==> src/rtl/dcam_pkg.sv <==
// Package for the dual channel average meter: widths, register codes,
// the job record passed from front to back, and the back end state type.
// No dependencies.
`default_nettype none

package dcam_pkg;

  localparam int SAMPLE_W    = 10;
  localparam int CNT_W       = 8;
  localparam int SCL_W       = 8;
  localparam int SUM_W       = SAMPLE_W + CNT_W;
  localparam int PROD_W      = SUM_W + SCL_W;
  localparam int QUO_W       = PROD_W - 2;
  localparam int AVG_W       = 16;
  localparam int DIG_W       = 4;
  localparam int NUM_DIGITS  = 5;
  localparam int BCD_W       = DIG_W * NUM_DIGITS;
  localparam int DIV_STEPS   = QUO_W;
  localparam int BCD_STEPS   = AVG_W;
  localparam int IT_W        = $clog2(DIV_STEPS);
  localparam int Q_DEPTH     = 2;
  localparam int Q_PTR_W     = $clog2(Q_DEPTH);
  localparam int Q_CNT_W     = $clog2(Q_DEPTH + 1);
  localparam int DATA_W      = 32;
  localparam int PADDR_W     = 4;

  localparam logic [CNT_W-1:0] BLEN_RESET   = CNT_W'(250);
  localparam logic [SCL_W-1:0] VSCALE_RESET = SCL_W'(11);
  localparam logic [SCL_W-1:0] CSCALE_RESET = SCL_W'(10);

  typedef enum logic [1:0] {
    REG_BLOCK_LENGTH  = 2'd0,
    REG_VOLTAGE_SCALE = 2'd1,
    REG_CURRENT_SCALE = 2'd2,
    REG_UNUSED        = 2'd3
  } cfg_reg_e;

  typedef struct packed {
    logic             is_voltage;
    logic [SUM_W-1:0] sum;
    logic [SCL_W-1:0] scale;
    logic [CNT_W-1:0] count;
  } job_t;

  typedef enum logic [2:0] {
    ST_IDLE,
    ST_MUL,
    ST_DIV,
    ST_BCD,
    ST_DONE
  } calc_state_e;

endpackage

`default_nettype wire

==> src/rtl/dcam_smp_if.sv <==
// Input channel interface: one converter sample per word.
// Depends on dcam_pkg.
`default_nettype none

interface dcam_smp_if;
  logic                          valid;
  logic                          ready;
  logic [dcam_pkg::SAMPLE_W-1:0] sample;

  modport source (output valid, output sample, input ready);
  modport sink (input valid, input sample, output ready);
endinterface

`default_nettype wire

==> src/rtl/dcam_res_if.sv <==
// Output channel interface: one average and three of its decimal digits per word.
// Depends on dcam_pkg.
`default_nettype none

interface dcam_res_if;
  logic                       valid;
  logic                       ready;
  logic                       is_voltage;
  logic [dcam_pkg::AVG_W-1:0] average;
  logic [dcam_pkg::DIG_W-1:0] digit_thousands;
  logic [dcam_pkg::DIG_W-1:0] digit_hundreds;
  logic [dcam_pkg::DIG_W-1:0] digit_tens;

  modport source (output valid, output is_voltage, output average,
                  output digit_thousands, output digit_hundreds,
                  output digit_tens, input ready);
  modport sink (input valid, input is_voltage, input average,
                input digit_thousands, input digit_hundreds,
                input digit_tens, output ready);
endinterface

`default_nettype wire

==> src/rtl/dual_channel_average_meter.sv <==
// A word that completes a block passes to its result word through the job queue, a multiply
// step, a serial divider (one quotient bit per cycle), a digit unit (one digit shift per cycle)
// and the output register. Throughput: samples are taken every cycle while the two-entry job
// queue has room; the back end takes a new block from the queue only when done with the last,
// and waits while its output word is not taken. Reset clears sums and counts, starts on the
// current channel, and loads block length 250, voltage scale 11 and current scale 10.
`default_nettype none

module dual_channel_average_meter (
  input  wire logic                         clk_i,
  input  wire logic                         rst_ni,
  dcam_smp_if.sink                          smp_i,
  dcam_res_if.source                        res_o,
  input  wire logic                         psel,
  input  wire logic                         penable,
  input  wire logic                         pwrite,
  input  wire logic [dcam_pkg::PADDR_W-1:0] paddr,
  input  wire logic [dcam_pkg::DATA_W-1:0]  pwdata,
  output logic [dcam_pkg::DATA_W-1:0]       prdata,
  output logic                              pready
);
  import dcam_pkg::*;

  logic [CNT_W-1:0] blen_q;
  logic [SCL_W-1:0] vscale_q;
  logic [SCL_W-1:0] cscale_q;
  cfg_reg_e         reg_sel;
  logic             wr_en;
  logic             q_full;
  logic             push;
  job_t             push_job;
  logic             head_valid;
  job_t             head_job;
  logic             pop;

  assign pready  = 1'b1;
  assign reg_sel = cfg_reg_e'(paddr[3:2]);
  assign wr_en   = psel && penable && pwrite;

  always_ff @(posedge clk_i or negedge rst_ni) begin
    if (!rst_ni) begin
      blen_q   <= BLEN_RESET;
      vscale_q <= VSCALE_RESET;
      cscale_q <= CSCALE_RESET;
    end else if (wr_en) begin
      unique case (reg_sel)
        REG_BLOCK_LENGTH:  blen_q   <= pwdata[CNT_W-1:0];
        REG_VOLTAGE_SCALE: vscale_q <= pwdata[SCL_W-1:0];
        REG_CURRENT_SCALE: cscale_q <= pwdata[SCL_W-1:0];
        default: begin
        end
      endcase
    end
  end

  always_comb begin
    unique case (reg_sel)
      REG_BLOCK_LENGTH:  prdata = DATA_W'(blen_q);
      REG_VOLTAGE_SCALE: prdata = DATA_W'(vscale_q);
      REG_CURRENT_SCALE: prdata = DATA_W'(cscale_q);
      default:           prdata = '0;
    endcase
  end

  dcam_front u_front (
    .clk_i    (clk_i),
    .rst_ni   (rst_ni),
    .smp_i    (smp_i),
    .blen_i   (blen_q),
    .vscale_i (vscale_q),
    .cscale_i (cscale_q),
    .q_full_i (q_full),
    .push_o   (push),
    .job_o    (push_job)
  );

  dcam_queue u_queue (
    .clk_i        (clk_i),
    .rst_ni       (rst_ni),
    .push_i       (push),
    .push_data_i  (push_job),
    .full_o       (q_full),
    .pop_i        (pop),
    .head_valid_o (head_valid),
    .head_o       (head_job)
  );

  dcam_calc u_calc (
    .clk_i        (clk_i),
    .rst_ni       (rst_ni),
    .head_valid_i (head_valid),
    .head_i       (head_job),
    .pop_o        (pop),
    .res_o        (res_o)
  );

endmodule

`default_nettype wire

==> src/rtl/dcam_front.sv <==
// Front end: takes samples, alternates channels, accumulates sums and counts,
// and emits a job when a channel completes its block. Depends on dcam_pkg.
`default_nettype none

module dcam_front (
  input  wire logic                      clk_i,
  input  wire logic                      rst_ni,
  dcam_smp_if.sink                       smp_i,
  input  wire logic [dcam_pkg::CNT_W-1:0] blen_i,
  input  wire logic [dcam_pkg::SCL_W-1:0] vscale_i,
  input  wire logic [dcam_pkg::SCL_W-1:0] cscale_i,
  input  wire logic                      q_full_i,
  output logic                           push_o,
  output dcam_pkg::job_t                 job_o
);
  import dcam_pkg::*;

  logic             chan_q, chan_d;
  logic [SUM_W-1:0] vsum_q, vsum_d, csum_q, csum_d;
  logic [CNT_W-1:0] vcnt_q, vcnt_d, ccnt_q, ccnt_d;
  logic [SUM_W-1:0] new_sum;
  logic [CNT_W-1:0] new_cnt;
  logic [CNT_W-1:0] limit;
  logic             accept;
  logic             done;

  assign smp_i.ready = !q_full_i;
  assign accept      = smp_i.valid && !q_full_i;
  assign limit       = (blen_i == '0) ? CNT_W'(1) : blen_i;

  always_comb begin
    new_sum = (chan_q ? vsum_q : csum_q) + SUM_W'(smp_i.sample);
    new_cnt = (chan_q ? vcnt_q : ccnt_q) + CNT_W'(1);
    done    = (new_cnt >= limit);

    chan_d = chan_q;
    vsum_d = vsum_q;
    csum_d = csum_q;
    vcnt_d = vcnt_q;
    ccnt_d = ccnt_q;
    if (accept) begin
      chan_d = !chan_q;
      if (chan_q) begin
        vsum_d = done ? '0 : new_sum;
        vcnt_d = done ? '0 : new_cnt;
      end else begin
        csum_d = done ? '0 : new_sum;
        ccnt_d = done ? '0 : new_cnt;
      end
    end

    push_o           = accept && done;
    job_o.is_voltage = chan_q;
    job_o.sum        = new_sum;
    job_o.scale      = chan_q ? vscale_i : cscale_i;
    job_o.count      = new_cnt;
  end

  always_ff @(posedge clk_i or negedge rst_ni) begin
    if (!rst_ni) begin
      chan_q <= 1'b0;
      vsum_q <= '0;
      csum_q <= '0;
      vcnt_q <= '0;
      ccnt_q <= '0;
    end else begin
      chan_q <= chan_d;
      vsum_q <= vsum_d;
      csum_q <= csum_d;
      vcnt_q <= vcnt_d;
      ccnt_q <= ccnt_d;
    end
  end

endmodule

`default_nettype wire

==> src/rtl/dcam_queue.sv <==
// Short job queue between the front end and the arithmetic back end.
// Depends on dcam_pkg.
`default_nettype none

module dcam_queue (
  input  wire logic           clk_i,
  input  wire logic           rst_ni,
  input  wire logic           push_i,
  input  wire dcam_pkg::job_t push_data_i,
  output logic                full_o,
  input  wire logic           pop_i,
  output logic                head_valid_o,
  output dcam_pkg::job_t      head_o
);
  import dcam_pkg::*;

  job_t               entry_q [Q_DEPTH];
  logic [Q_PTR_W-1:0] wr_q, wr_d, rd_q, rd_d;
  logic [Q_CNT_W-1:0] cnt_q, cnt_d;
  logic               do_pop;

  assign full_o       = (cnt_q == Q_CNT_W'(Q_DEPTH));
  assign head_valid_o = (cnt_q != '0);
  assign head_o       = entry_q[rd_q];
  assign do_pop       = pop_i && head_valid_o;

  always_comb begin
    wr_d  = wr_q;
    rd_d  = rd_q;
    cnt_d = cnt_q;
    if (push_i) begin
      wr_d = (wr_q == Q_PTR_W'(Q_DEPTH - 1)) ? '0 : wr_q + Q_PTR_W'(1);
    end
    if (do_pop) begin
      rd_d = (rd_q == Q_PTR_W'(Q_DEPTH - 1)) ? '0 : rd_q + Q_PTR_W'(1);
    end
    if (push_i && !do_pop) begin
      cnt_d = cnt_q + Q_CNT_W'(1);
    end else if (do_pop && !push_i) begin
      cnt_d = cnt_q - Q_CNT_W'(1);
    end
  end

  always_ff @(posedge clk_i or negedge rst_ni) begin
    if (!rst_ni) begin
      wr_q  <= '0;
      rd_q  <= '0;
      cnt_q <= '0;
    end else begin
      wr_q  <= wr_d;
      rd_q  <= rd_d;
      cnt_q <= cnt_d;
    end
  end

  always_ff @(posedge clk_i) begin
    if (push_i) begin
      entry_q[wr_q] <= push_data_i;
    end
  end

  assert property (@(posedge clk_i) disable iff (!rst_ni) !(push_i && full_o))
    else $error("Job pushed into a full queue.");

  assert property (@(posedge clk_i) disable iff (!rst_ni)
    cnt_q <= Q_CNT_W'(Q_DEPTH))
    else $error("Queue fill count exceeds its depth.");

endmodule

`default_nettype wire

==> src/rtl/dcam_calc.sv <==
// Back end: scales the block sum, divides by the count one quotient bit per cycle,
// saturates, converts to decimal digits and holds the result word. Depends on dcam_pkg.
`default_nettype none

module dcam_calc (
  input  wire logic           clk_i,
  input  wire logic           rst_ni,
  input  wire logic           head_valid_i,
  input  wire dcam_pkg::job_t head_i,
  output logic                pop_o,
  dcam_res_if.source          res_o
);
  import dcam_pkg::*;

  calc_state_e       state_q, state_d;
  logic              isv_q;
  logic [SUM_W-1:0]  sum_q;
  logic [SCL_W-1:0]  scale_q;
  logic [CNT_W-1:0]  cnt_q;
  logic [QUO_W-1:0]  quo_q;
  logic [CNT_W-1:0]  rem_q;
  logic [IT_W-1:0]   it_q;
  logic [AVG_W-1:0]  avg_q;
  logic [AVG_W-1:0]  bin_q;
  logic [BCD_W-1:0]  bcd_q;
  logic              out_valid_q;
  logic              out_isv_q;
  logic [AVG_W-1:0]  out_avg_q;
  logic [BCD_W-1:0]  out_bcd_q;

  logic [PROD_W-1:0] prod;
  logic [CNT_W:0]    trial;
  logic              qbit;
  logic [CNT_W-1:0]  rem_next;
  logic [QUO_W-1:0]  quo_next;
  logic [AVG_W-1:0]  sat_avg;
  logic [BCD_W-1:0]  bcd_adj;
  logic              div_last;
  logic              bcd_last;
  logic              out_free;
  logic              load_out;

  always_comb begin
    prod     = PROD_W'(sum_q) * PROD_W'(scale_q);
    trial    = {rem_q, quo_q[QUO_W-1]};
    qbit     = (trial >= {1'b0, cnt_q});
    rem_next = qbit ? CNT_W'(trial - {1'b0, cnt_q}) : trial[CNT_W-1:0];
    quo_next = {quo_q[QUO_W-2:0], qbit};
    sat_avg  = (quo_next[QUO_W-1:AVG_W] != '0) ? '1 : quo_next[AVG_W-1:0];
    for (int d = 0; d < NUM_DIGITS; d++) begin
      bcd_adj[d*DIG_W +: DIG_W] = (bcd_q[d*DIG_W +: DIG_W] >= DIG_W'(5)) ?
          bcd_q[d*DIG_W +: DIG_W] + DIG_W'(3) : bcd_q[d*DIG_W +: DIG_W];
    end
    div_last = (it_q == IT_W'(DIV_STEPS - 1));
    bcd_last = (it_q == IT_W'(BCD_STEPS - 1));
    out_free = !out_valid_q || res_o.ready;
  end

  always_comb begin
    state_d = state_q;
    unique case (state_q)
      ST_IDLE: if (head_valid_i) state_d = ST_MUL;
      ST_MUL:  state_d = ST_DIV;
      ST_DIV:  if (div_last) state_d = ST_BCD;
      ST_BCD:  if (bcd_last) state_d = ST_DONE;
      ST_DONE: if (out_free) state_d = ST_IDLE;
      default: state_d = ST_IDLE;
    endcase
  end

  always_comb begin
    pop_o    = (state_q == ST_IDLE) && head_valid_i;
    load_out = (state_q == ST_DONE) && out_free;
  end

  always_ff @(posedge clk_i or negedge rst_ni) begin
    if (!rst_ni) begin
      state_q     <= ST_IDLE;
      out_valid_q <= 1'b0;
    end else begin
      state_q <= state_d;
      if (load_out) begin
        out_valid_q <= 1'b1;
      end else if (res_o.ready) begin
        out_valid_q <= 1'b0;
      end
    end
  end

  always_ff @(posedge clk_i) begin
    unique case (state_q)
      ST_IDLE: begin
        isv_q   <= head_i.is_voltage;
        sum_q   <= head_i.sum;
        scale_q <= head_i.scale;
        cnt_q   <= head_i.count;
      end
      ST_MUL: begin
        quo_q <= prod[PROD_W-1:2];
        rem_q <= '0;
        it_q  <= '0;
      end
      ST_DIV: begin
        quo_q <= quo_next;
        rem_q <= rem_next;
        it_q  <= div_last ? '0 : it_q + IT_W'(1);
        if (div_last) begin
          avg_q <= sat_avg;
          bin_q <= sat_avg;
          bcd_q <= '0;
        end
      end
      ST_BCD: begin
        bcd_q <= {bcd_adj[BCD_W-2:0], bin_q[AVG_W-1]};
        bin_q <= {bin_q[AVG_W-2:0], 1'b0};
        it_q  <= it_q + IT_W'(1);
      end
      ST_DONE: begin
        if (load_out) begin
          out_isv_q <= isv_q;
          out_avg_q <= avg_q;
          out_bcd_q <= bcd_q;
        end
      end
      default: begin
      end
    endcase
  end

  assign res_o.valid           = out_valid_q;
  assign res_o.is_voltage      = out_isv_q;
  assign res_o.average         = out_avg_q;
  assign res_o.digit_thousands = out_bcd_q[3*DIG_W +: DIG_W];
  assign res_o.digit_hundreds  = out_bcd_q[2*DIG_W +: DIG_W];
  assign res_o.digit_tens      = out_bcd_q[1*DIG_W +: DIG_W];

  assert property (@(posedge clk_i) disable iff (!rst_ni)
    (state_q == ST_DIV) |-> (cnt_q != '0))
    else $error("Division started with a zero count.");

  assert property (@(posedge clk_i) disable iff (!rst_ni)
    pop_o |=> (state_q == ST_MUL))
    else $error("Popped job did not start the multiply step.");

  assert property (@(posedge clk_i) disable iff (!rst_ni)
    out_valid_q |-> (res_o.digit_thousands <= DIG_W'(9) &&
                     res_o.digit_hundreds <= DIG_W'(9) &&
                     res_o.digit_tens <= DIG_W'(9)))
    else $error("Decimal digit out of range.");

endmodule

`default_nettype wire
==> src/flat_wrapper.sv <==
// flat-port wrapper written by rule: the top's interface ports become plain ports
module dual_channel_average_meter_flat import dcam_pkg::*;
  (clk_i, rst_ni, psel, penable, pwrite, paddr, pwdata, prdata, pready, smp_i_valid, smp_i_sample, smp_i_ready, res_o_valid, res_o_is_voltage, res_o_average, res_o_digit_thousands, res_o_digit_hundreds, res_o_digit_tens, res_o_ready);
  dcam_smp_if smp_i_i ();
  dcam_res_if res_o_i ();
  input  wire logic clk_i;
  input  wire logic rst_ni;
  input  wire logic psel;
  input  wire logic penable;
  input  wire logic pwrite;
  input  wire logic [dcam_pkg::PADDR_W-1:0] paddr;
  input  wire logic [dcam_pkg::DATA_W-1:0] pwdata;
  output logic [dcam_pkg::DATA_W-1:0] prdata;
  output logic pready;
  input wire logic [$bits(smp_i_i.valid)-1:0] smp_i_valid;
  input wire logic [$bits(smp_i_i.sample)-1:0] smp_i_sample;
  output wire logic [$bits(smp_i_i.ready)-1:0] smp_i_ready;
  output wire logic [$bits(res_o_i.valid)-1:0] res_o_valid;
  output wire logic [$bits(res_o_i.is_voltage)-1:0] res_o_is_voltage;
  output wire logic [$bits(res_o_i.average)-1:0] res_o_average;
  output wire logic [$bits(res_o_i.digit_thousands)-1:0] res_o_digit_thousands;
  output wire logic [$bits(res_o_i.digit_hundreds)-1:0] res_o_digit_hundreds;
  output wire logic [$bits(res_o_i.digit_tens)-1:0] res_o_digit_tens;
  input wire logic [$bits(res_o_i.ready)-1:0] res_o_ready;
  assign smp_i_i.valid = smp_i_valid;
  assign smp_i_i.sample = smp_i_sample;
  assign smp_i_ready = smp_i_i.ready;
  assign res_o_valid = res_o_i.valid;
  assign res_o_is_voltage = res_o_i.is_voltage;
  assign res_o_average = res_o_i.average;
  assign res_o_digit_thousands = res_o_i.digit_thousands;
  assign res_o_digit_hundreds = res_o_i.digit_hundreds;
  assign res_o_digit_tens = res_o_i.digit_tens;
  assign res_o_i.ready = res_o_ready;
  dual_channel_average_meter u_core (.clk_i(clk_i), .rst_ni(rst_ni), .smp_i(smp_i_i), .res_o(res_o_i), .psel(psel), .penable(penable), .pwrite(pwrite), .paddr(paddr), .pwdata(pwdata), .prdata(prdata), .pready(pready));
endmodule
==> config.mk <==
export PLATFORM = sky130hd
export DESIGN_NAME = dual_channel_average_meter_flat
export DESIGN_NICKNAME = d
export VERILOG_FILES = /design/src/rtl/dcam_pkg.sv /design/src/rtl/dcam_smp_if.sv /design/src/rtl/dcam_res_if.sv /design/src/rtl/dual_channel_average_meter.sv /design/src/rtl/dcam_front.sv /design/src/rtl/dcam_queue.sv /design/src/rtl/dcam_calc.sv /design/src/flat_wrapper.sv
export SDC_FILE = /design/constraint.sdc
export NUM_CORES = 1
export LEC_CHECK = 0
export ABC_AREA = 1
export BUFFER_PORTS_ARGS = -buffer_cell sky130_fd_sc_hd__buf_2
export CORE_ASPECT_RATIO = 0.7
export CORE_MARGIN = 4
export CORE_UTILIZATION = 56
export DETAILED_ROUTE_END_ITERATION = 10
export GPL_TIMING_DRIVEN = 1
export PLACE_DENSITY_LB_ADDON = 0.12
export SLEW_MARGIN = 20
export SYNTH_ARGS = -nofsm -noshare
export SYNTH_HDL_FRONTEND = slang
export SYNTH_SLANG_ARGS = --single-unit
==> constraint.sdc <==
create_clock -name clk_i -period 4.25 [get_ports clk_i]
set_input_delay 0.2125 -clock clk_i [delete_from_list [all_inputs] [get_ports clk_i]]
set_output_delay 0.2125 -clock clk_i [all_outputs]
set_load 0.05 [all_outputs]
# Yosys cells after proc, flatten, opt, wreduce, memory -nomap -nowiden
# Memories as Yosys holds them, arrays and structs flattened. A register that Yosys moved wholly into a read port is not among the register bits.
# Cells that the tools add are included.
# word_totals
reg_bits	207
latch_bits	0
ramBits	70
mem_bits_ro	0
inputBits	53
out_inout_bits	64
n_memories	1
# memory_table
memory	depth	width	rd	rd_ports_with_merged_regs	wr	line	rtl
u_core.u_queue.entry_q	2	35	1	1	1	dcam_queue.sv:17	job_t entry_q [Q_DEPTH];
# op_classes
n_addsub	13
mul	1
n_div	0
magnitude_cmp	7
eq_ne	13
shift	0
n_mux	35
bitwise	1
n_reduce_logical	34
# op_table
cell	count
case mux 24 bit (2 select lines)	1
two-way mux 8 bit	5
case mux 20 bit (2 select lines)	1
two-way mux 18 bit	2
two-way mux 16 bit	2
case mux 16 bit (2 select lines)	1
multiplier 18 x 8 -> 26 bit	1
case mux 8 bit (3 select lines)	1
>= comparator 4 x 3 -> 1 bit, second input constant	5
two-way mux 20 bit	1
adder 18 x 10 -> 18 bit	1
adder 4 x 2 -> 4 bit, second input constant	4
two-way mux 4 bit	4
case mux 8 bit (2 select lines)	1
AND reduction 2 bit	8
two-way mux 3 bit	5
case mux 3 bit (5 select lines)	1
case mux 5 bit (3 select lines)	1
nonzero test 2 bit	5
>= comparator 9 x 8 -> 1 bit	1
logical AND 1 bit	9
adder 8 x 1 -> 8 bit, second input constant	1
>= comparator 8 bit	1
logical NOT 8 bit	1
25 further kinds	41

# Longest topological paths before layout
# logic_depth
depth_word	8
mapped_depth	24
mapped_depth_nobuf	22

# Hierarchy
# Synthesis repeated with hierarchy kept, for this count alone.
# unflattened
cells_unflattened	2266
hier_area_um2	19408.6
# modules_own_cells
mod	n_inst	cells_each	area_per_inst_um2	seq_area_each_um2
dcam_calc	1	1370	11693.7	4574.4
dcam_front	1	513	3568.4	1326.3
dcam_queue	1	210	2825.2	2202.1
dual_channel_average_meter	1	173	1321.3	614.3

# Least setup slack after synthesis
# OpenSTA, ideal clock, no wires.
# synth_timing
path_kind	reg-to-reg
from	register u_core.u_calc.scale_q[7]
to	register u_core.u_calc.quo_q[12], data pin
setup_time_ns	0.265
arrival_time_ns	4.256
path_slack_ns	-0.271
stages_incl_launch_ff	21
n_path_buf	2
path_cell_list	edfxtp_1 > clkbuf_1 > clkbuf_1 > nand2_1 > fa_1 > fa_1 > inv_1 > fa_1 > inv_1 > fa_1 > inv_1 > ha_1 > nand2_1 > inv_1 > nand2_1 > o21ai_0 > nand2_1 > nand2_1 > nand2_1 > nand3_1 > o21ai_0
# synth_between
elab_chain_len	2
# synth_lines
item	line	rtl
from (decl)	dcam_calc.sv:18	logic [SCL_W-1:0] scale_q;
from (signal assigned)	dcam_calc.sv:95	scale_q <= head_i.scale;
multiplier 18 x 8 -> 26 bit	dcam_calc.sv:44	prod = PROD_W'(sum_q) * PROD_W'(scale_q);
case mux 24 bit (2 select lines)	dcam_calc.sv:91	unique case (state_q)
to (signal assigned)	dcam_calc.sv:99	quo_q <= prod[PROD_W-1:2];
to (signal assigned)	dcam_calc.sv:104	quo_q <= quo_next;
to (decl)	dcam_calc.sv:20	logic [QUO_W-1:0] quo_q;
# No other way between the ends.
# A chain may end at the register's enable or synchronous reset.

# Worst setup path after layout
# layout_timing
from	register u_core.u_calc.scale_q[3]
to	register u_core.u_calc.quo_q[19], data pin
# Same word-level chain as after synthesis.

==> reports/results.tsv <==
stage	metric	value	unit
run_status	status	finished, violations left	
run_status	violations	setup timing	
critical_path	crit_top_cell	nand2_4	
grt	grt_pass1_wl	69300	um
sta	skew	0.0179	ns
cells_and_area	final_util	66.7	%
drt	met1_length	19400	um
die	die-area	36900	um^2
cells_and_area	syn_to_final_growth	17.8	%
critical_path	worst-path-max-fanout	5	
synthesis	synth_warnings	0	
critical_path	worstRegToRegCells	23	
sta	drv_slew	0	
drt	routedWlPerCell	15.4	um
critical_path	critPathArrivalTime	4.70	ns
drt	antenna_left	0	
sta	whs	0.0414	ns
grt	grt_max_degree	44	
die	core	33400	um^2
placement	gp_congestion	0.933	
synthesis	syn_avg_cell_area	8.90	um^2
clock_network	htreeDepth	1	
run	cap_violations	0	
sta	finalHoldViolations	0	
critical_path	critPathKind	reg2reg	
critical_path	crit_path_max_incr_delay	0.57	ns
drt	wl_met2	19300	um
critical_path	setup.worst_path.start_class	flop	
synthesis	synth.distinct_cells	59	
worst_hold_path	hp-class	in2reg	
critical_path	timing.rr.end	u_core.u_calc.quo_q[19]	
cells_and_area	final_common_cell	nand2_1	
clock_network	clkSlewWorstSetupHoldPaths	0.06	ns
clock_network	clk_latency	0.58	ns
die	rows	56	
critical_path	r2r_setup_slack	-0.14	ns
drt	wirelength	42000	um
drt	first_iter_violations	965	
cells_and_area	mostFrequentLayoutCells	nand2_1, inv_1, edfxtp_1, fa_1, o21ai_0	
drt	vias	14000	
placement	placed_area	20200	um^2
sta	fin_ws	-0.138	ns
critical_path	worst_ep_required_time	4.57	ns
sta	period_share	103	%
worst_hold_path	hold_depth	4	
synthesis	syn_area	18900	um^2
drt	via_per_inst	5.13	
die	die_y	162	um
clock_network	root_buffer	clkbuf_16	
grt	globalRouteOverflowTotal	0	
clock_network	clkSinkCount	304	
critical_path	slowest_stage	fa_1	
clock_network	cts_inserted_buffers	30	
worst_hold_path	min_to	u_core.u_front.chan_q	
synthesis	yosysSeqAreaShare	46.0	%
clock_network	cts_tree	built	
sta	tightest_slew	1.07	ns
critical_path	critPathCaptureType	flop	
grt	antenna_found_initial	0	
cells_and_area	drive_gt1_share	20.3	%
sta	relSlewSlack	28.3	%
cells_and_area	fin_nets	2498	
die	die_w	228	um
drt	dr.pass1.iters	6	
die	start_util	56.6	%
sta	period_minus_slack	4.39	ns
sta	rsz0062_at_grt	yes	
worst_hold_path	min_from	smp_i_valid	
drt	drcViolationCount	0	
synthesis	syn_inst	2128	
sta	fmax	228	MHz
synthesis	synth_seq_cells	304	
sta	setup_violations	17	
drt	maxUsedRoutingLayer	met4	
cells_and_area	fillCellCount	2616	
placement	post-dp-hpwl	29300	um
critical_path	crit_chain	buf_6 > buf_12 > buf_6 > nand2_4 > inv_2 > fa_2 > fa_1 > inv_1 > fa_1 > fa_1 > inv_2 > ha_4 > nand2_4 > o21ai_4 > nand2_2 > nand2_4 > nand2_4 > nand2_4 > nand2_2 > nand2_2 > nand2_1 > nand3_1 > nand2_1	
grt	grt_pass1_vias	14000	
placement	portBuffers	65	
grt	track_usage	22.8	%
cells_and_area	stdcell_area	22300	um^2
die	ios	117	
drt	route.met3.wl	2450	um
clock_network	clk_path_buf_depth	3	
critical_path	r2r_start	u_core.u_calc.scale_q[3]	
cells_and_area	n_antenna_cell	0	
stage by stage:
stage | setup slack, ns | std cells | TNS, ns
after global placement | -0.233 | 2636 | -1.72
after CTS | -0.156 | 2716 | -1.40
after floorplan | 0.00608 | 2151 | 0
final | -0.138 | 2723 | -1.58
after detailed placement | -0.277 | 2636 | -3.15
after global routing | -0.319 | 2723 | -4.18
cells by family (layout without fill, tap and decap cells):
group	count (synthesis)	after routing	synth area share (%)
adders and majority gates	181	181	15.8
buffers and inverters	498	635	10.7
AOI/OAI and AO/OA	216	216	6.40
other	2	25	0.0397
DFF	304	304	46.0
xor gates and xnor gates	31	31	1.51
and+or+nand+nor	896	896	19.5
layout make-up:
cell class | count | area (um^2) | share of cell area, %
tap | 435 | 544 | 2.44
sequential | 304 | 8720 | 39.1
timing repair buffer | 182 | 1420 | 6.35
inverter | 397 | 1500 | 6.72
clock buffer | 41 | 826 | 3.70
multi-input combinational | 1349 | 9150 | 41.0
clock inverter | 15 | 153 | 0.684
per-layer routing:
layer	vias to the layer above	global-route usage, %
met5	-	0
met3	63	3.68
li1	6873	-
met4	0	5.40
met1	6667	33.0
met2	369	36.7
state kept, by name, summed over array words and instances (netlist names), 12 cells and up:
register / count
u_core.u_queue.entry_q: 70
u_core.u_calc.avg_q: 16
u_core.u_front.csum_q: 18
u_core.u_calc.sum_q: 18
u_core.u_calc.bcd_q: 16
u_core.u_calc.out_bcd_q: 12
u_core.u_calc.res_o.average: 16
u_core.u_calc.quo_q: 24
u_core.u_calc.bin_q: 16
u_core.u_front.vsum_q: 18
cells in the mapped netlist, drive strengths merged:
cell,n,area (um^2)
nand2,668,2540
inv,396,1490
edfxtp,219,6580
o21ai,120,627
fa,98,1960
nor2,95,379
ha,83,1040
dfrtp,74,1850
nand3,69,360
a21oi,54,274
clkbuf,51,193
buf,50,332
nor3,18,106
xor2,18,173
nand4,15,93.8
or2,13,81.3
xnor2,13,114
dfstp,11,289
o211ai,11,87.6
a31oi,9,56.3
and2,7,47.6
nand3b,7,52.6
o21a,6,46.3
o22ai,4,25.0
a21boi,3,22.5
a21o,3,22.5
o21bai,3,22.5
conb,2,7.51
a211o,1,8.76
a221oi,1,8.76
a41o,1,10.0
and3,1,6.26
clkinv,1,3.75
nand2b,1,6.26
nor3b,1,7.51
nor4,1,6.26
critical path, delay by kind of cell, from the launching register on:
kind / cells / cell delay [ns]
simple gates: 11 / 0.74
compound gates: 1 / 0.17
flops: 1 / 0.43
fa+ha+maj: 5 / 2.19
buf+inv: 6 / 0.58
repair_timing:
action	CTS	global route
buffers inserted	11	8
resized for setup	156	91
endpoints found under the setup margin	18	19
hold endpoints to repair	68	0
gates cloned	3	0
hold buffers	10	0
pin swaps	58	95
worst max path at each step:
| stage | depth (start not counted) | end | slack, ns | from |
|---|---|---|---|---|
| after detailed placement | 19 | u_core.u_calc.quo_q[23] | -0.28 | u_core.u_calc.scale_q[7] |
| final | 23 | u_core.u_calc.quo_q[19] | -0.14 | u_core.u_calc.scale_q[3] |
| after floorplan | 22 | u_core.u_calc.quo_q[23] | 0.006 | u_core.u_calc.scale_q[7] |
| after CTS | 21 | u_core.u_calc.quo_q[17] | -0.16 | u_core.u_calc.scale_q[3] |
| after global placement | 18 | u_core.u_calc.quo_q[21] | -0.23 | u_core.u_calc.sum_q[7] |
| after global routing | 23 | u_core.u_calc.quo_q[19] | -0.32 | u_core.u_calc.scale_q[3] |
Power is left out: the tool's default activity adds up to more than one toggle a clock period on the data nets, which glitch-free logic cannot reach.
